==> config.mk <==
export PLATFORM = sky130hd
export DESIGN_NAME = lsb_first_bit_packer
export DESIGN_NICKNAME = d
export VERILOG_FILES = /design/src/hw/rtl/bpk_pkg.sv /design/src/hw/rtl/bpk_front.sv /design/src/hw/rtl/bpk_back.sv /design/src/hw/rtl/lsb_first_bit_packer.sv
export SDC_FILE = /design/constraint.sdc
export NUM_CORES = 1
export LEC_CHECK = 0
export ABC_CLOCK_PERIOD_IN_PS = 12600
export BUFFER_PORTS_ARGS = -buffer_cell sky130_fd_sc_hd__buf_2
export CORE_ASPECT_RATIO = 1.4
export CORE_MARGIN = 4
export CORE_UTILIZATION = 62
export CTS_BUF_LIST = sky130_fd_sc_hd__clkbuf_16
export CTS_CLUSTER_SIZE = 25
export DETAILED_ROUTE_END_ITERATION = 10
export PLACE_DENSITY = 0.8
export SYNTH_ARGS = -nofsm -noshare
export SYNTH_HDL_FRONTEND = slang
export SYNTH_SLANG_ARGS = --single-unit
export TNS_END_PERCENT = 50
==> constraint.sdc <==
create_clock -name clk -period 12.6 [get_ports clk]
set_clock_uncertainty 0.15 [all_clocks]
set_input_delay 1.89 -clock clk [delete_from_list [all_inputs] [get_ports clk]]
set_output_delay 1.89 -clock clk [all_outputs]
set_load 0.03 [all_outputs]
==> src/hw/rtl/bpk_pkg.sv <==
// ----------------------------------------------------------------------------
// bpk_pkg
// Shared types, codes and helpers of the lsb-first bit packer.
// ----------------------------------------------------------------------------
`default_nettype none

package bpk_pkg;

  // operation codes of an input beat
  localparam logic OP_WRITE = 1'b0;
  localparam logic OP_FLUSH = 1'b1;

  localparam int unsigned DATA_W  = 32;
  localparam int unsigned COUNT_W = 6;
  localparam logic [COUNT_W-1:0] COUNT_MAX = 6'd32;
  localparam logic [COUNT_W-1:0] WIDTH_MIN = 6'd8;

  // classified item handed from the front to the back
  typedef struct packed {
    logic                 is_flush;
    logic [DATA_W-1:0]    value;
    logic [COUNT_W-1:0]   count;
  } bpk_item_t;

  // effective output width: at least 8, at most max_w, multiple of 8
  function automatic logic [COUNT_W-1:0] eff_width(input logic [COUNT_W-1:0] raw,
                                                   input logic [COUNT_W-1:0] max_w);
    logic [COUNT_W-1:0] w;
    w = raw;
    if (w < WIDTH_MIN) w = WIDTH_MIN;
    if (w > max_w) w = max_w;
    if (w > COUNT_MAX) w = COUNT_MAX;
    return w & 6'b111000;
  endfunction

endpackage

`default_nettype wire

==> src/hw/rtl/bpk_front.sv <==
// ----------------------------------------------------------------------------
// bpk_front
// Accepts input beats, clamps the bit count, classifies write and flush,
// and holds them in a two-entry queue for the back end.
// ----------------------------------------------------------------------------
`default_nettype none

module bpk_front (
  input  wire logic                          clk,
  input  wire logic                          rst_n,
  input  wire logic                          in_valid,
  output      logic                          in_ready,
  input  wire logic                          in_operation,
  input  wire logic [31:0]                   in_value,
  input  wire logic [5:0]                    in_bit_count,
  output      logic                          q_valid,
  output      bpk_pkg::bpk_item_t            q_item,
  input  wire logic                          q_pop
);
  import bpk_pkg::*;

  bpk_item_t   mem_r [2];
  logic        wr_ptr_r, wr_ptr_nxt;
  logic        rd_ptr_r, rd_ptr_nxt;
  logic [1:0]  count_r, count_nxt;
  logic        push;
  logic        pop;
  bpk_item_t   item_c;

  // classify the incoming beat
  always_comb begin
    item_c.is_flush = (in_operation == OP_FLUSH);
    item_c.value    = in_value;
    if (in_operation == OP_FLUSH) begin
      item_c.count = '0;
    end else if (in_bit_count > COUNT_MAX) begin
      item_c.count = COUNT_MAX;
    end else begin
      item_c.count = in_bit_count;
    end
  end

  assign in_ready = (count_r != 2'd2);
  assign push     = in_valid && in_ready;
  assign q_valid  = (count_r != 2'd0);
  assign pop      = q_pop && q_valid;
  assign q_item   = mem_r[rd_ptr_r];

  // queue pointers and occupancy
  always_comb begin
    wr_ptr_nxt = push ? ~wr_ptr_r : wr_ptr_r;
    rd_ptr_nxt = pop ? ~rd_ptr_r : rd_ptr_r;
    count_nxt  = count_r + {1'b0, push} - {1'b0, pop};
  end

  always_ff @(posedge clk) begin
    if (!rst_n) begin
      wr_ptr_r <= 1'b0;
      rd_ptr_r <= 1'b0;
      count_r  <= 2'd0;
    end else begin
      wr_ptr_r <= wr_ptr_nxt;
      rd_ptr_r <= rd_ptr_nxt;
      count_r  <= count_nxt;
    end
  end

  // queue storage
  always_ff @(posedge clk) begin
    if (push) begin
      mem_r[wr_ptr_r] <= item_c;
    end
  end

  // queue never overfills and pop only when something is queued
  a_count_range: assert property (@(posedge clk) disable iff (!rst_n)
    count_r != 2'd3) else $error("queue count out of range");
  a_no_pop_empty: assert property (@(posedge clk) disable iff (!rst_n)
    count_r == 2'd0 |=> count_r != 2'd3) else $error("queue underflow");
  a_push_full: assert property (@(posedge clk) disable iff (!rst_n)
    count_r == 2'd2 && !q_pop |=> count_r == 2'd2) else $error("queue overfill");

endmodule

`default_nettype wire

==> src/hw/rtl/bpk_back.sv <==
// ----------------------------------------------------------------------------
// bpk_back
// Packing engine: merges one chunk per cycle into the accumulator while the
// output register can take a due word, and emits full or flushed words there.
// ----------------------------------------------------------------------------
`default_nettype none

module bpk_back (
  input  wire logic                          clk,
  input  wire logic                          rst_n,
  input  wire logic [5:0]                    width,
  input  wire logic                          clear,
  input  wire logic                          q_valid,
  input  wire bpk_pkg::bpk_item_t            q_item,
  output      logic                          q_pop,
  output      logic                          out_valid,
  input  wire logic                          out_ready,
  output      logic [31:0]                   out_word,
  output      logic                          out_last
);
  import bpk_pkg::*;

  logic [DATA_W-1:0]  acc_r, acc_nxt;
  logic [COUNT_W-1:0] fill_r, fill_nxt;
  logic [DATA_W-1:0]  val_r, val_nxt;
  logic [COUNT_W-1:0] rem_r, rem_nxt;
  logic               busy_r, busy_nxt;
  logic               out_valid_r, out_valid_nxt;
  logic [DATA_W-1:0]  out_word_r, out_word_nxt;
  logic               out_last_r, out_last_nxt;

  logic               has_item;
  logic               cur_flush;
  logic [DATA_W-1:0]  cur_val;
  logic [COUNT_W-1:0] cur_rem;
  logic [COUNT_W-1:0] room;
  logic [COUNT_W-1:0] take;
  logic [COUNT_W-1:0] rem_left;
  logic [DATA_W-1:0]  merged;
  logic [COUNT_W-1:0] new_fill;
  logic               full;
  logic               emit;
  logic               slot_free;
  logic               go;

  // current chunk comes from the working registers or the queue head
  assign has_item  = busy_r || q_valid;
  assign cur_flush = !busy_r && q_item.is_flush;
  assign cur_val   = busy_r ? val_r : q_item.value;
  assign cur_rem   = busy_r ? rem_r : q_item.count;

  // one chunk: as many bits as fit in the current word
  assign room     = width - fill_r;
  assign take     = (cur_rem < room) ? cur_rem : room;
  assign rem_left = cur_rem - take;
  assign merged   = acc_r | ((cur_val & ~({DATA_W{1'b1}} << take)) << fill_r);
  assign new_fill = fill_r + take;
  assign full     = (new_fill == width);

  assign emit      = cur_flush ? (fill_r != '0) : full;
  assign slot_free = !out_valid_r || out_ready;
  assign go        = has_item && (!emit || slot_free);
  assign q_pop     = go && !busy_r;

  // engine next state
  always_comb begin
    acc_nxt  = acc_r;
    fill_nxt = fill_r;
    val_nxt  = val_r;
    rem_nxt  = rem_r;
    busy_nxt = busy_r;
    if (clear) begin
      acc_nxt  = '0;
      fill_nxt = '0;
      busy_nxt = 1'b0;
    end else if (go) begin
      if (cur_flush || full) begin
        acc_nxt  = '0;
        fill_nxt = '0;
      end else begin
        acc_nxt  = merged;
        fill_nxt = new_fill;
      end
      val_nxt  = cur_val >> take;
      rem_nxt  = cur_flush ? '0 : rem_left;
      busy_nxt = !cur_flush && (rem_left != '0);
    end
  end

  // output register
  always_comb begin
    out_valid_nxt = out_valid_r;
    out_word_nxt  = out_word_r;
    out_last_nxt  = out_last_r;
    if (go && emit) begin
      out_valid_nxt = 1'b1;
      out_word_nxt  = cur_flush ? acc_r : merged;
      out_last_nxt  = cur_flush || (rem_left < width);
    end else if (out_ready) begin
      out_valid_nxt = 1'b0;
    end
  end

  always_ff @(posedge clk) begin
    if (!rst_n) begin
      acc_r       <= '0;
      fill_r      <= '0;
      busy_r      <= 1'b0;
      out_valid_r <= 1'b0;
    end else begin
      acc_r       <= acc_nxt;
      fill_r      <= fill_nxt;
      busy_r      <= busy_nxt;
      out_valid_r <= out_valid_nxt;
    end
  end

  always_ff @(posedge clk) begin
    val_r      <= val_nxt;
    rem_r      <= rem_nxt;
    out_word_r <= out_word_nxt;
    out_last_r <= out_last_nxt;
  end

  assign out_valid = out_valid_r;
  assign out_word  = out_word_r;
  assign out_last  = out_last_r;

  // pending bits always stay below one word
  a_fill_below: assert property (@(posedge clk) disable iff (!rst_n)
    fill_r < width) else $error("fill level reached word width");
  // accumulator is zero above the fill position
  a_acc_clean: assert property (@(posedge clk) disable iff (!rst_n)
    (acc_r >> fill_r) == '0) else $error("stray bits above fill level");
  // a busy engine always has bits left to place
  a_busy_rem: assert property (@(posedge clk) disable iff (!rst_n)
    busy_r |-> rem_r != '0) else $error("busy with nothing left");
  // emitted word has nothing above the configured width
  a_word_width: assert property (@(posedge clk) disable iff (!rst_n)
    out_valid_r |-> (out_word_r >> width) == '0 || width == COUNT_MAX)
    else $error("output word wider than configured");

endmodule

`default_nettype wire

==> src/hw/rtl/lsb_first_bit_packer.sv <==
// An accepted beat enters the queue, and its first word goes to the output
// register when the engine and the output register are free. The engine places
// one chunk per cycle while the output register can take a due word: one per
// word a write fills, plus one for leftover bits, or one for a flush. A
// two-entry queue lets input beats be taken while the engine is busy. Reset
// (rst_n, synchronous, active low) clears the queue, accumulator and fill level
// and sets width to MAX_WORD_BITS cut to bytes; writing it drops pending bits.
// ----------------------------------------------------------------------------
// lsb_first_bit_packer
// Packs variable-width codes lsb-first into 8/16/24/32-bit output words.
// ----------------------------------------------------------------------------
`default_nettype none

module lsb_first_bit_packer #(
  parameter int unsigned MAX_WORD_BITS = 32
) (
  input  wire logic         clk,
  input  wire logic         rst_n,
  input  wire logic         cfg_write_en,
  input  wire logic [5:0]   cfg_write_data,
  input  wire logic         in_valid,
  output      logic         in_ready,
  input  wire logic         in_operation,
  input  wire logic [31:0]  in_value,
  input  wire logic [5:0]   in_bit_count,
  output      logic         out_valid,
  input  wire logic         out_ready,
  output      logic [31:0]  out_word,
  output      logic         out_last
);
  import bpk_pkg::*;

  localparam logic [COUNT_W-1:0] MaxW = COUNT_W'(MAX_WORD_BITS);

  logic [COUNT_W-1:0] width_r, width_nxt;
  logic               q_valid;
  bpk_item_t          q_item;
  logic               q_pop;

  // word width register, stored already rounded
  assign width_nxt = cfg_write_en ? eff_width(cfg_write_data, MaxW) : width_r;

  always_ff @(posedge clk) begin
    if (!rst_n) begin
      width_r <= eff_width(COUNT_MAX, MaxW);
    end else begin
      width_r <= width_nxt;
    end
  end

  // front: accept and classify beats
  bpk_front u_front (
    .clk          (clk),
    .rst_n        (rst_n),
    .in_valid     (in_valid),
    .in_ready     (in_ready),
    .in_operation (in_operation),
    .in_value     (in_value),
    .in_bit_count (in_bit_count),
    .q_valid      (q_valid),
    .q_item       (q_item),
    .q_pop        (q_pop)
  );

  // back: pack and emit words
  bpk_back u_back (
    .clk       (clk),
    .rst_n     (rst_n),
    .width     (width_r),
    .clear     (cfg_write_en),
    .q_valid   (q_valid),
    .q_item    (q_item),
    .q_pop     (q_pop),
    .out_valid (out_valid),
    .out_ready (out_ready),
    .out_word  (out_word),
    .out_last  (out_last)
  );

endmodule

`default_nettype wire

==> metrics.txt <==
post-synthesis sequential area ratio=42.1%; cell taking the most area after synthesis=edfxtp_1; fin util=68.5%; pre-CTS setup slack=3.70 ns; Area Overhead vs Synth=8.59%; WL per Instance=22.8 um; r2r worst-path depth=25; TritonCTS clock tree=built; Post-layout nets=1,465; setup tns final=0 ns; Syn Area/Cell=9.48 um2; CP endpoint kind=flop; Yosys cell types=82; reg2reg setup slack=3.58 ns; Post-CTS Hold Buffers=0; clk buf depth=2; prevailing post-synth register cell=edfxtp_1; Crit Path Max Fanout=37; worst skew pair latency=0.44 ns; setup violators final=0; grt total ovfl=0; die height=179 um; 1st-pass router iterations=6; R2R Path End=u_back.out_word[17]; vias per cell=6.75; hold_sp=u_back.acc_r[12]; Slew @ Worst Pin=1.22 ns; antenna diode count=0; Residual DRC=0; Tmin final=9.02 ns; gr usage total=32.9%; Vias=11,191; Setup Buffers After CTS=0; Data arrival, critical path=8.94 ns; RR Startpoint=u_back.fill_r[3]; Initial Utilization=63.0%; CTS clk-pin slew, worst paths=0.07 ns; first-pass GRT wire length=58.4 mm; startpoint types=flop; Die Wd=130 um; Max-slew headroom=17.9%; num rows=62; WP data required=12.52 ns; worst hold path stage count=2; outcome=complete, no violations; First DRT Iteration DRCs=1,089; Placer Congestion=0.992; Core Region=20,500 um2; yosys warns=0; H-tree depth=4; delay of the slowest cell on the worst path=0.76 ns; post-CTS sizing=0; pin count of the biggest net entering global routing=89; critical path's slowest cell=nor2b_4; Cell Area, Synth=12,900 um2; die area=23,200 um2; Slew Viols, Final=0; design area=14,000 um2; root buffer cell=clkbuf_16; worst setup margin=3.58 ns; Max Fclk=111 MHz; Yosys reg bits=197; RSZ-0062 raised after global routing=false; top cell type's share of synthesized area=34.7%; Final period util=71.6%; Synth Instances=1,362; Final Hold Viols=0; post-DP HPWL=27.8 mm; Crit Path Class=flop to flop; number of global-route vias before repair=10,781; MaxCap Viol Count=0; ANT nets after route=0; initial antenna violation count=0; Async SR Flop Fraction=0%; DRT Wirelength=37.9 mm; Syn Nets=1,437; CTS sink cnt=197; Post-synth EDFFs=149; Boundary Pins=85; # port buffers=81; DP Area=13,500 um2; Hold WC Path Type=flop to flop; fraction of layout cells with a size suffix above 1=14.0%; number of buffers created by CTS=17; Worst Hold Path EP=u_back.acc_r[12]; top cells by area, synth=edfxtp_1, mux2i_1, dfxtp_1
synth_stat cells (all sizes together) (5+ instances only):
cell	instances
a21o	30
o32ai	6
edfxtp	149
nor3	44
mux4	10
o21a	17
o21bai	7
ha	23
nor2b	13
a31oi	15
nand2	147
and3	9
xor2	6
a22o	9
inv	33
o21ai	76
o211ai	20
nand4	10
and2	21
xnor2	12
nand3	25
o31ai	9
a221o	6
mux2	16
nand2b	12
buf	33
o221ai	5
o22ai	23
nor4	8
a21oi	81
clkbuf	60
a211o	7
mux2i	132
nor2	140
a211oi	26
dfxtp	48
or2	5
a311o	5
how the worst max path moves through the flow:
stage | from | endpoint | slack [ns] | cells past startpoint
after floorplan | u_back.fill_r[1] | u_back.rem_r[0] | 3.37 | 30
after global placement | u_back.fill_r[3] | u_back.val_r[21] | 3.83 | 25
after detailed placement | u_back.fill_r[3] | u_back.val_r[21] | 3.70 | 25
after CTS | u_back.fill_r[3] | u_back.val_r[13] | 3.68 | 25
after global routing | u_back.fill_r[3] | u_back.val_r[13] | 3.14 | 25
final | u_back.fill_r[3] | u_back.out_word[17] | 3.58 | 25
logic make-up (layout without fill, tap and decap cells):
| kind of cell | Yosys count | in the layout | share of synthesized area [%] |
|---|---|---|---|
| simple gates | 450 | 450 | 15.9 |
| compound gates | 384 | 384 | 20.4 |
| flops | 197 | 197 | 42.1 |
| mux | 158 | 158 | 13.5 |
| buf+inv | 129 | 170 | 4.10 |
| fa+ha+maj | 25 | 25 | 2.54 |
| xor+xnor | 19 | 19 | 1.40 |
per-layer routing:
layer | vias to the layer above | track usage (%) | part of all wire [%]
met5 | - | 0 | 0
met2 | 536 | 56.4 | 50
met3 | 153 | 5.42 | 6.4
met1 | 5326 | 37.5 | 36
met4 | 0 | 21.2 | 7.2
li1 | 5176 | - | -
layout by cell type, fill, tap and decap left out, types with 6 or more instances in the layout:
cell	count
buf_4	21
inv_1	33
xnor2_1	12
nand3_1	25
o31ai_1	8
nand2_1	147
nor2b_1	12
nor2_1	137
a31oi_1	14
a211oi_1	23
ha_1	23
nor3_1	43
a21oi_1	80
mux2_2	16
o21a_1	17
and3_1	8
buf_2	81
o21ai_0	72
o22ai_1	23
nor4_1	7
o211ai_1	18
mux4_2	10
mux2i_1	131
a22o_1	9
xor2_1	6
a221o_1	6
dfxtp_1	45
o32ai_1	6
a21o_1	30
nand4_1	10
edfxtp_1	149
a211o_1	7
clkbuf_16	17
and2_1	20
o21bai_1	7
nand2b_1	12
state kept, by name, indices dropped and copies added (netlist names), named ones only:
name and cells:
u_back.acc_r 32, u_back.busy_r 1, u_back.fill_r 6, u_back.out_last 1
u_back.out_valid 1, u_back.out_word 32, u_back.rem_r 6, u_back.val_r 32
u_front.count_r 2, u_front.mem_r 78, u_front.rd_ptr_r 1, u_front.wr_ptr_r 1
width_r 3
through the flow:
| stage | instances | hold WS [ns] |
|---|---|---|
| detailed placement | 1627 | 0.292 |
| global route | 1659 | 0.334 |
| floorplan | 1362 | 0.269 |
| CTS | 1659 | 0.308 |
| global placement | 1627 | 0.286 |
| finish | 1659 | 0.300 |
final cells by class:
cell class | instances | area [um2]
clock buffers | 17 | 425
repair buffers | 102 | 563
well taps | 256 | 320
inverters | 36 | 135
multi-input cells | 1036 | 7000
clock inverters | 15 | 131
flip-flops and latches | 197 | 5440
fillers | 1680 | 6460
worst max-delay path, delay by kind of cell, from the launching register on:
kind,cells,cell delay [ns]
XOR/XNOR,2,0.37
multiplexers,1,0.62
buffers and inverters,6,1.74
AO/OA/AOI/OAI,5,1.22
flip-flops,1,0.31
adder cells (fa/ha/maj),4,1.68
AND/OR/NAND/NOR,7,2.49
Power is left out: the tool's default activity adds up to more than one toggle a clock period on the data nets, which glitch-free logic cannot reach.
